--- config.mk ---
export PLATFORM = sky130hd
export DESIGN_NAME = multichannel_pulse_rate_generator_core
export DESIGN_NICKNAME = d
export VERILOG_FILES = /design/src/mprg_pkg.sv /design/src/multichannel_pulse_rate_generator_core.sv
export SDC_FILE = /design/constraint.sdc
export NUM_CORES = 1
export LEC_CHECK = 0
export BUFFER_PORTS_ARGS = -buffer_cell sky130_fd_sc_hd__clkbuf_2
export CORE_MARGIN = 3
export CORE_UTILIZATION = 27
export DETAILED_ROUTE_END_ITERATION = 10
export GPL_TIMING_DRIVEN = 0
export PLACE_DENSITY = 0.51
export SETUP_SLACK_MARGIN = 0.3
export SLEW_MARGIN = 30
export SYNTH_ARGS = -nofsm -noshare
export SYNTH_HDL_FRONTEND = slang
export SYNTH_SLANG_ARGS = --single-unit
--- constraint.sdc ---
create_clock -name clk -period 7.4 [get_ports clk]
set_input_delay 0.74 -clock clk [delete_from_list [all_inputs] [get_ports clk]]
set_output_delay 0.74 -clock clk [all_outputs]
set_load 0.02 [all_outputs]
--- src/mprg_pkg.sv ---
// Shared types and constants for the multichannel pulse rate generator.
`default_nettype none

package mprg_pkg;

  // Register file and field widths
  localparam int REG_COUNT = 8;
  localparam int CH_W      = 3;
  localparam int CFG_IDX_W = 8;
  localparam int PPM_W     = 16;
  localparam int PER_W     = 10;
  localparam int WID_W     = 3;
  localparam int PPS_W     = 11;
  localparam int FT_W      = 10;
  localparam int STEP_W    = 4;

  // Period arithmetic: period = 1000 / (ppm / 60)
  localparam logic [PER_W-1:0] MS_PER_SECOND = 10'd1000;

  // ppm / 60 as (ppm * PPS_RECIP) >> PPS_SHIFT, exact for every 16-bit ppm
  localparam logic [PPM_W-1:0] PPS_RECIP = 16'd34953;
  localparam int               PPS_SHIFT = 21;
  localparam int               PROD_W    = 2 * PPM_W;

  typedef logic [PPM_W-1:0] ppm_t;
  typedef logic [PER_W-1:0] per_t;
  typedef logic [WID_W-1:0] wid_t;
  typedef logic [PPS_W-1:0] pps_t;

endpackage : mprg_pkg

`default_nettype wire

--- src/multichannel_pulse_rate_generator_core.sv ---
// Multichannel pulse rate generator: frame reload sequencer, divider and tick update.
// Flow: a normal tick goes from accept to S_TICK and the output register; a frame-load
//   tick (restart or frame start) first runs 1 multiply, 10 divide, 1 write per channel.
// Items: one tick at a time; in_stall is high while busy, and S_TICK waits on out_stall;
//   load ticks are slowed by the one shared multiply and the 10-step restoring divider.
// Reset: synchronous, active low; clears ppm registers, counters and frame position.
`default_nettype none

module multichannel_pulse_rate_generator_core
  import mprg_pkg::*;
#(
  parameter int NUM_CHANNELS = 8,
  parameter int PULSE_WIDTH  = 4,
  parameter int FRAME_TICKS  = 999
) (
  input  wire logic                 clk,
  input  wire logic                 rst_n,
  // tick input
  input  wire logic                 in_valid,
  output logic                      in_stall,
  input  wire logic                 in_restart,
  // result output
  output logic                      out_valid,
  input  wire logic                 out_stall,
  output logic [REG_COUNT-1:0]      out_pulse_mask,
  output logic                      out_frame_start,
  // configuration write
  input  wire logic                 cfg_valid,
  output logic                      cfg_ready,
  input  wire logic [CFG_IDX_W-1:0] cfg_index,
  input  wire logic [PPM_W-1:0]     cfg_data
);

  typedef enum logic [2:0] {
    S_IDLE,
    S_MUL,
    S_DIV,
    S_WR,
    S_TICK
  } state_t;

  localparam logic [CH_W-1:0]   LAST_CH  = CH_W'(NUM_CHANNELS - 1);
  localparam logic [STEP_W-1:0] LAST_STP = STEP_W'(PER_W - 1);
  localparam wid_t              WID_LOAD = WID_W'((PULSE_WIDTH + 1) & 7);
  localparam wid_t              WID_RUN  = WID_W'(PULSE_WIDTH & 7);
  localparam logic [FT_W:0]     FT_END   = (FT_W + 1)'(FRAME_TICKS);

  state_t                state_r;
  logic [CH_W-1:0]       ch_r;
  logic [STEP_W-1:0]     step_r;
  logic                  load_r;
  pps_t                  pps_r;
  pps_t                  rem_r;
  per_t                  quo_r;
  per_t                  dvd_r;
  logic [FT_W-1:0]       ftick_r;
  logic                  out_valid_r;
  logic [REG_COUNT-1:0]  mask_r;
  logic                  fstart_r;

  ppm_t                  ppm_r    [REG_COUNT];
  per_t                  reload_r [REG_COUNT];
  per_t                  pcount_r [REG_COUNT];
  wid_t                  wcount_r [REG_COUNT];

  per_t                  pcount_nxt [REG_COUNT];
  wid_t                  wcount_nxt [REG_COUNT];
  logic [REG_COUNT-1:0]  mask_nxt;
  logic [FT_W-1:0]       ftick_nxt;
  logic [FT_W:0]         ftick_inc;

  logic [PROD_W-1:0]     prod;
  logic [PPS_W:0]        shifted;
  logic                  fits;
  pps_t                  rem_nxt;
  per_t                  period;
  logic                  out_free;

  assign in_stall        = (state_r != S_IDLE);
  assign cfg_ready       = 1'b1;
  assign out_valid       = out_valid_r;
  assign out_pulse_mask  = mask_r;
  assign out_frame_start = fstart_r;
  assign out_free        = !out_valid_r || !out_stall;

  // Shared multiplier: ppm / 60 by reciprocal
  assign prod = PROD_W'(ppm_r[ch_r]) * PROD_W'(PPS_RECIP);

  // Shared divider step: shift in one dividend bit, subtract when it fits
  assign shifted = {rem_r, dvd_r[PER_W-1]};
  assign fits    = (shifted >= {1'b0, pps_r});
  always_comb begin
    if (fits) begin
      rem_nxt = PPS_W'(shifted - {1'b0, pps_r});
    end else begin
      rem_nxt = shifted[PPS_W-1:0];
    end
  end

  // Period from quotient: disabled below one pulse per second, floor at one tick
  always_comb begin
    if (pps_r == '0) begin
      period = '0;
    end else if (quo_r == '0) begin
      period = PER_W'(1);
    end else begin
      period = quo_r;
    end
  end

  // Tick update for every channel
  always_comb begin
    mask_nxt = '0;
    for (int i = 0; i < REG_COUNT; i++) begin
      pcount_nxt[i] = pcount_r[i];
      wcount_nxt[i] = wcount_r[i];
      if (reload_r[i] != '0) begin
        if (pcount_r[i] == '0 || wcount_r[i] != '0) begin
          mask_nxt[i] = 1'b1;
          if (wcount_r[i] != '0) begin
            wcount_nxt[i] = wcount_r[i] - WID_W'(1);
          end
          if (pcount_r[i] == '0) begin
            pcount_nxt[i] = reload_r[i];
            wcount_nxt[i] = WID_RUN;
          end
        end
        pcount_nxt[i] = pcount_nxt[i] - PER_W'(1);
      end
    end
  end

  // Frame position after this tick
  always_comb begin
    if (load_r) begin
      ftick_inc = (FT_W + 1)'(1);
    end else begin
      ftick_inc = {1'b0, ftick_r} + (FT_W + 1)'(1);
    end
    if (ftick_inc >= FT_END) begin
      ftick_nxt = '0;
    end else begin
      ftick_nxt = ftick_inc[FT_W-1:0];
    end
  end

  // Sequencer, channel state and output register
  always_ff @(posedge clk) begin
    if (!rst_n) begin
      state_r     <= S_IDLE;
      ch_r        <= '0;
      step_r      <= '0;
      load_r      <= 1'b0;
      ftick_r     <= '0;
      out_valid_r <= 1'b0;
      for (int i = 0; i < REG_COUNT; i++) begin
        ppm_r[i]    <= '0;
        reload_r[i] <= '0;
        pcount_r[i] <= '0;
        wcount_r[i] <= '0;
      end
    end else begin
      // take configuration writes; drop indexes beyond the register file
      if (cfg_valid && cfg_ready && (cfg_index < CFG_IDX_W'(REG_COUNT))) begin
        ppm_r[cfg_index[CH_W-1:0]] <= cfg_data;
      end

      // release the result once taken; the tick step reloads it itself
      if (out_valid_r && !out_stall && (state_r != S_TICK)) begin
        out_valid_r <= 1'b0;
      end

      case (state_r)
        S_IDLE: begin
          if (in_valid) begin
            load_r <= in_restart || (ftick_r == '0);
            ch_r   <= '0;
            if (in_restart || (ftick_r == '0)) begin
              state_r <= S_MUL;
            end else begin
              state_r <= S_TICK;
            end
          end
        end
        S_MUL: begin
          pps_r   <= prod[PPS_SHIFT +: PPS_W];
          rem_r   <= '0;
          quo_r   <= '0;
          dvd_r   <= MS_PER_SECOND;
          step_r  <= '0;
          state_r <= S_DIV;
        end
        S_DIV: begin
          rem_r  <= rem_nxt;
          quo_r  <= {quo_r[PER_W-2:0], fits};
          dvd_r  <= {dvd_r[PER_W-2:0], 1'b0};
          step_r <= step_r + STEP_W'(1);
          if (step_r == LAST_STP) begin
            state_r <= S_WR;
          end
        end
        S_WR: begin
          reload_r[ch_r] <= period;
          pcount_r[ch_r] <= period;
          wcount_r[ch_r] <= (period != '0) ? WID_LOAD : '0;
          if (ch_r == LAST_CH) begin
            state_r <= S_TICK;
          end else begin
            ch_r    <= ch_r + CH_W'(1);
            state_r <= S_MUL;
          end
        end
        S_TICK: begin
          // hold until the output register is free
          if (out_free) begin
            for (int i = 0; i < REG_COUNT; i++) begin
              pcount_r[i] <= pcount_nxt[i];
              wcount_r[i] <= wcount_nxt[i];
            end
            ftick_r     <= ftick_nxt;
            mask_r      <= mask_nxt;
            fstart_r    <= load_r;
            out_valid_r <= 1'b1;
            state_r     <= S_IDLE;
          end
        end
        default: begin
          state_r <= S_IDLE;
        end
      endcase
    end
  end

endmodule : multichannel_pulse_rate_generator_core

`default_nettype wire

**Word-level counts from Yosys, hierarchy flattened**

Memory sizes are Yosys's and may differ from the RTL's. A register that Yosys moved wholly into a read port is not among the register bits.
Index checks and enable logic that the tools add are counted.

- Logic and storage cells: 267
- Memory bits (writable): 312
- Memory bits (read-only): 0
- Output and inout bits: 12
- Register bits: 73
- Latch bits: 0
- Memories: 4

- Bitwise operators: 16
- $mul: 1
- Eq/ne operators: 11
- Div/mod/pow operators: 0
- Reductions and logical operators: 58
- Add/sub/neg operators: 20
- Shift-type cells: 0
- Mux-type cells: 135
- Magnitude comparators: 3

Memory list:

| memory | depth | width | read ports | clocked after Yosys merged registers in | write ports | RTL line | RTL |
|---|---|---|---|---|---|---|---|
| ppm_r | 8 | 16 | 1 | 1 | 8 | multichannel_pulse_rate_generator_core.sv:61 | `ppm_t ppm_r [REG_COUNT];` |
| pcount_r | 8 | 10 | 8 | 0 | 8 | multichannel_pulse_rate_generator_core.sv:63 | `per_t pcount_r [REG_COUNT];` |
| reload_r | 8 | 10 | 8 | 0 | 8 | multichannel_pulse_rate_generator_core.sv:62 | `per_t reload_r [REG_COUNT];` |
| wcount_r | 8 | 3 | 8 | 0 | 8 | multichannel_pulse_rate_generator_core.sv:64 | `wid_t wcount_r [REG_COUNT];` |

Operator list:

| cell | count |
|---|---|
| 2-to-1 mux 10 bit | 45 |
| 2-to-1 mux 3 bit | 55 |
| zero test 10 bit | 10 |
| nonzero test 10 bit | 9 |
| subtractor 10 x 1 -> 10 bit (second input constant) | 8 |
| case mux 10 bit (2 select lines) | 2 |
| multiplier 16 x 16 -> 32 bit (second input constant) | 1 |
| nonzero test 3 bit | 9 |
| 2-to-1 mux 1 bit | 26 |
| subtractor 3 x 1 -> 3 bit (second input constant) | 8 |
| 2-to-1 mux 11 bit | 2 |
| case mux 11 bit (2 select lines) | 1 |
| OR reduction 10 bit | 2 |
| 2-to-1 mux 16 bit | 1 |
| OR 1 bit | 16 |
| OR reduction 16 bit | 1 |
| case mux 3 bit (5 select lines) | 1 |
| greater-or-equal comparator 12 x 11 -> 1 bit | 1 |
| adder 10 x 1 -> 11 bit (second input constant) | 1 |
| greater-or-equal comparator 11 x 10 -> 1 bit (second input constant) | 1 |
| zero test 11 bit | 1 |
| subtractor 11 bit | 1 |
| logical OR 1 bit | 10 |
| AND reduction 3 bit | 3 |
| other kinds (17) | 29 |

**Depth between registers and ports, before layout**

An unclocked memory read counts as a cell.

- Depth after elaboration: 9
- Depth in mapped cells: 22
- Gate-level depth less buffers: 19

**Worst setup path before layout**

No wires, ideal clock.

- Path kind: register to register
- From: reg with a tool-made name
- To: reg pps_r[7] (data pin)
- Cell stages (with the launch flop): 21
- Path slack: 1.421 ns
- Setup time: 0.176 ns
- Required time: 7.224 ns
- Arrival: 5.803 ns
- Buffers on the path: 3
- Path through: dfxtp_1 buf_2 buf_2 buf_2 mux4_2 mux2_2 ha_1 fa_1 inv_1 fa_1 inv_1 ha_1 ha_1 ha_1 nand4_1 nor4_1 nand3_1 a2111o_1 nand2_1 a2111oi_0 nor4_1

RTL lines:

| item | RTL line | RTL |
|---|---|---|
| to (signal assigned) | multichannel_pulse_rate_generator_core.sv:186 | `pps_r <= prod[PPS_SHIFT +: PPS_W];` |
| to (decl) | multichannel_pulse_rate_generator_core.sv:52 | `pps_t pps_r;` |

==> impl_metrics.env <==
export IMPL_fp_dieW_um=294.1
export IMPL_synth_net_count=2217
export IMPL_synth_async_sr_flop_share_pct=0
export IMPL_area_growth_pct=14.60
export IMPL_vias_per_cell=5.023
export IMPL_p_switching_mw=1.728
export IMPL_pre_cts_slack_ns=0.08381
export IMPL_synthCells=2030
export IMPL_layout_common_cells="edfxtp_1 (352), and2_1 (193), nor2_1 (138), ha_1 (138), a21oi_1 (128)"
export IMPL_seq_power_share_pct=43.0
export IMPL_die_area_um2=86480
export IMPL_grt_pass1_wl_um=92980
export IMPL_insertion_delay_ns=0.58
export IMPL_die_height_um=294.1
export IMPL_fp_row_count=105
export IMPL_syn_area_per_cell_um2=11.04
export IMPL_wl_per_cell_um=18.41
export IMPL_min_path_type="flip-flop to flip-flop"
export IMPL_first_global_vias=16150
export IMPL_fin_util_pct=31.27
export IMPL_cts_path_max_buffers=3
export IMPL_slew_violations=0
export IMPL_fin_total_pwr_mw=6.022
export IMPL_crit_family="adder cells"
export IMPL_synth_edf_count=352
export IMPL_tightestPinTransition_ns=0.9691
export IMPL_cap_violations=0
export IMPL_io_buffers=39
export IMPL_clk_pin_slew_ns=0.06
export IMPL_worst_hold_startpoint="wcount_r[1][1]"
export IMPL_dp_cells=3151
export IMPL_cts_setup_buffers=0
export IMPL_cts_tree="yes"
export IMPL_worst_slack_ns=0.7218
export IMPL_rrSetupSlack_ns=0.72
export IMPL_final_instance_count_excl_fill=3231
export IMPL_internal_power_mw=4.294
export IMPL_grt_overflow_total=0
export IMPL_dp_hpwl_um=42180
export IMPL_hold_depth=2
export IMPL_power_density_nw_per_um2=234.5
export IMPL_switching_share_pct=28.69
export IMPL_timing_slew_headroom_pct=35.39
export IMPL_final_common_cell="edfxtp_1"
export IMPL_skew_ns=0.03383
export IMPL_setup_viol=0
export IMPL_power_leakage_nw=9.853
export IMPL_root_buffer="clkbuf_16"
export IMPL_cp_end_kind="flip-flop"
export IMPL_cts_sinks=385
export IMPL_rsz0062_at_grt="no"
export IMPL_fin_nets=2313
export IMPL_max_stage_delay_ns=0.58
export IMPL_path_common_cell="ha_1"
export IMPL_route_detailed_drc=0
export IMPL_startpoint_type="flip-flop"
export IMPL_timing_rr_end="pps_r[7]"
export IMPL_max_freq_mhz=149.7
export IMPL_finalCriticalPeriod_ns=6.678
export IMPL_path_class="flip-flop to flip-flop"
export IMPL_crit_slowest_cell="fa_1"
export IMPL_synth_warnings=0
export IMPL_period_share_pct=90.25
export IMPL_status="completed"
export IMPL_ys_seq_elements=385
export IMPL_coreArea_um2=82110
export IMPL_grt_max_degree=19
export IMPL_dr_pass1_iters=5
export IMPL_vdd_drop_max_v=0.0001243
export IMPL_ys_types=84
export IMPL_p_clk_share_pct=37.1
export IMPL_cts_buffers=43
export IMPL_place_congestion=0.8456
export IMPL_io_pins=42
export IMPL_drtIter0Drc=1114
export IMPL_hold_violations=0
export IMPL_tns_ns=0
export IMPL_combPwrFrac_pct=20.0
export IMPL_cp_cell_sequence="buf_2 > clkbuf_4 > clkbuf_4 > mux4_2 > mux2_2 > ha_1 > fa_1 > inv_1 > fa_1 > inv_1 > ha_1 > ha_1 > ha_1 > nand4_1 > nor4_2 > nand3_1 > a2111o_1 > nand2_1 > a2111oi_0 > nor4_1"
export IMPL_drive_above_1_share_pct=10.28
export IMPL_worstRegToRegCells=20
export IMPL_antenna_left=0
export IMPL_required_ns=7.77
export IMPL_detail_route_wirelength_um=59480
export IMPL_path_max_fanout=10
export IMPL_netlist_area_um2=22410
export IMPL_grt_usage_pct=13.69
export IMPL_via_count=16230
export IMPL_hold_buffers=0
export IMPL_crit_buf_inv=5
export IMPL_antenna_found_initial=5
export IMPL_ys_seq_area_share_pct=50.12
export IMPL_start_util_pct=27.29
export IMPL_htreeDepth=2
export IMPL_synth_ff_type="edfxtp_1"
export IMPL_arrival_ns=7.04
export IMPL_min_to="wcount_r[1][1]"
-- worst reg2reg max path: stages (launching register included) --
cell       delay [ns]
dfxtp_1          0.32
buf_2            0.22
clkbuf_4         0.35
clkbuf_4         0.37
mux4_2           0.55
mux2_2           0.35
ha_1             0.37
fa_1             0.58
inv_1            0.08
fa_1             0.50
inv_1            0.04
ha_1             0.29
ha_1             0.30
ha_1             0.36
nand4_1          0.22
nor4_2           0.49
nand3_1          0.19
a2111o_1         0.36
nand2_1          0.13
a2111oi_0        0.08
nor4_1           0.31
-- layout make-up --
| class | instances | area (um^2) |
|---|---|---|
| diodes | 2 | 5.005 |
| multi-input cells | 1472 | 10610 |
| well taps | 1070 | 1339 |
| repair buffers | 51 | 341.6 |
| clock buffers | 55 | 1202 |
| clock inverters | 23 | 261.5 |
| inverters | 96 | 360.3 |
| fillers | 8288 | 56430 |
| plain buffers | 77 | 330.3 |
| flip-flops and latches | 385 | 11230 |
-- stage by stage --
step	area, um^2	hold slack [ns]
2_1_floorplan	22410	0.4424
3_3_place_gp	23940	0.4525
3_5_place_dp	24190	0.4607
4_1_cts	25660	0.4685
5_1_grt	25670	0.4886
6_report	25680	0.4654
-- metal layers --
layer  track usage, %  part of all wire [%]  vias up
met5                0                 0.029        -
met4            3.384                   1.9        2
met3            2.279                   5.6       80
met2            23.20                    48      432
met1            18.21                    45     7954
li1                 -                     -     7761
-- repair_timing --
action                     in CTS  in global routing
setup endpoints to repair       5                  6
resized for setup               2                  7
pin swaps                       0                  0
gates cloned                    0                  0
-- kinds of logic after synthesis --
family	after synthesis	synth area share (%)
other	1	0.01674
DFF	385	50.12
adders and majority gates	157	9.403
muxes	58	4.350
and+or+nand+nor	747	17.86
xor gates and xnor gates	58	2.267
AOI/OAI and AO/OA	451	12.96
buffers and inverters	173	3.021
-- flip-flops by register name, summed over array words and instances, names as in the netlist, named ones only --
name             count
pps_r               11
ppm_r              128
ftick_r             10
ch_r                 3
load_r               1
out_valid            1
wcount_r            24
rem_r               11
quo_r               10
step_r               4
reload_r            80
pcount_r            80
out_frame_start      1
dvd_r                7
out_pulse_mask       8
state_r              3
-- synthesized netlist by cell type (15+ instances only) --
cell,number,share of area [%]
dfxtp_1,33,2.9
and2_1,193,5.4
xor2_1,27,1.1
a211oi_1,20,0.67
edfxtp_1,352,47
o211ai_1,15,0.50
nor3_1,56,1.3
o21ai_1,17,0.38
and3_1,33,0.92
mux2_2,15,0.75
a21o_1,63,2.1
fa_1,19,1.7
o21bai_1,27,0.90
nand2b_1,15,0.42
nor4_1,24,0.67
nor2_1,138,2.3
or3_1,36,1.0
nand2_1,117,2.0
inv_1,94,1.6
nand3_1,52,1.2
o21a_1,17,0.57
clkbuf_1,59,0.99
o21ai_0,66,1.5
mux4_2,30,3.0
a21oi_1,128,2.9
xnor2_1,31,1.2
ha_1,138,7.7
-- power by group through the flow --
stage	Clock [mW]	Sequential, mW	Combinational [mW]
2_1_floorplan	0	2.59	0.876
3_3_place_gp	0	2.63	1.17
3_5_place_dp	0	2.63	1.20
4_1_cts	2.29	2.59	1.21
5_1_grt	2.36	2.60	1.39
6_report	2.23	2.59	1.20
-- worst max-delay path by stage --
stage                    end      start  slack, ns  cells after the start
floorplan           pps_r[7]  flip-flop       1.42                     20
global placement    pps_r[7]  flip-flop       0.15                     19
detailed placement  pps_r[7]  flip-flop       0.08                     19
CTS                 pps_r[7]  flip-flop       0.43                     20
global route        pps_r[7]  flip-flop       0.36                     20
finish              pps_r[7]  flip-flop       0.72                     20
(Power assumes the default switching activity.)
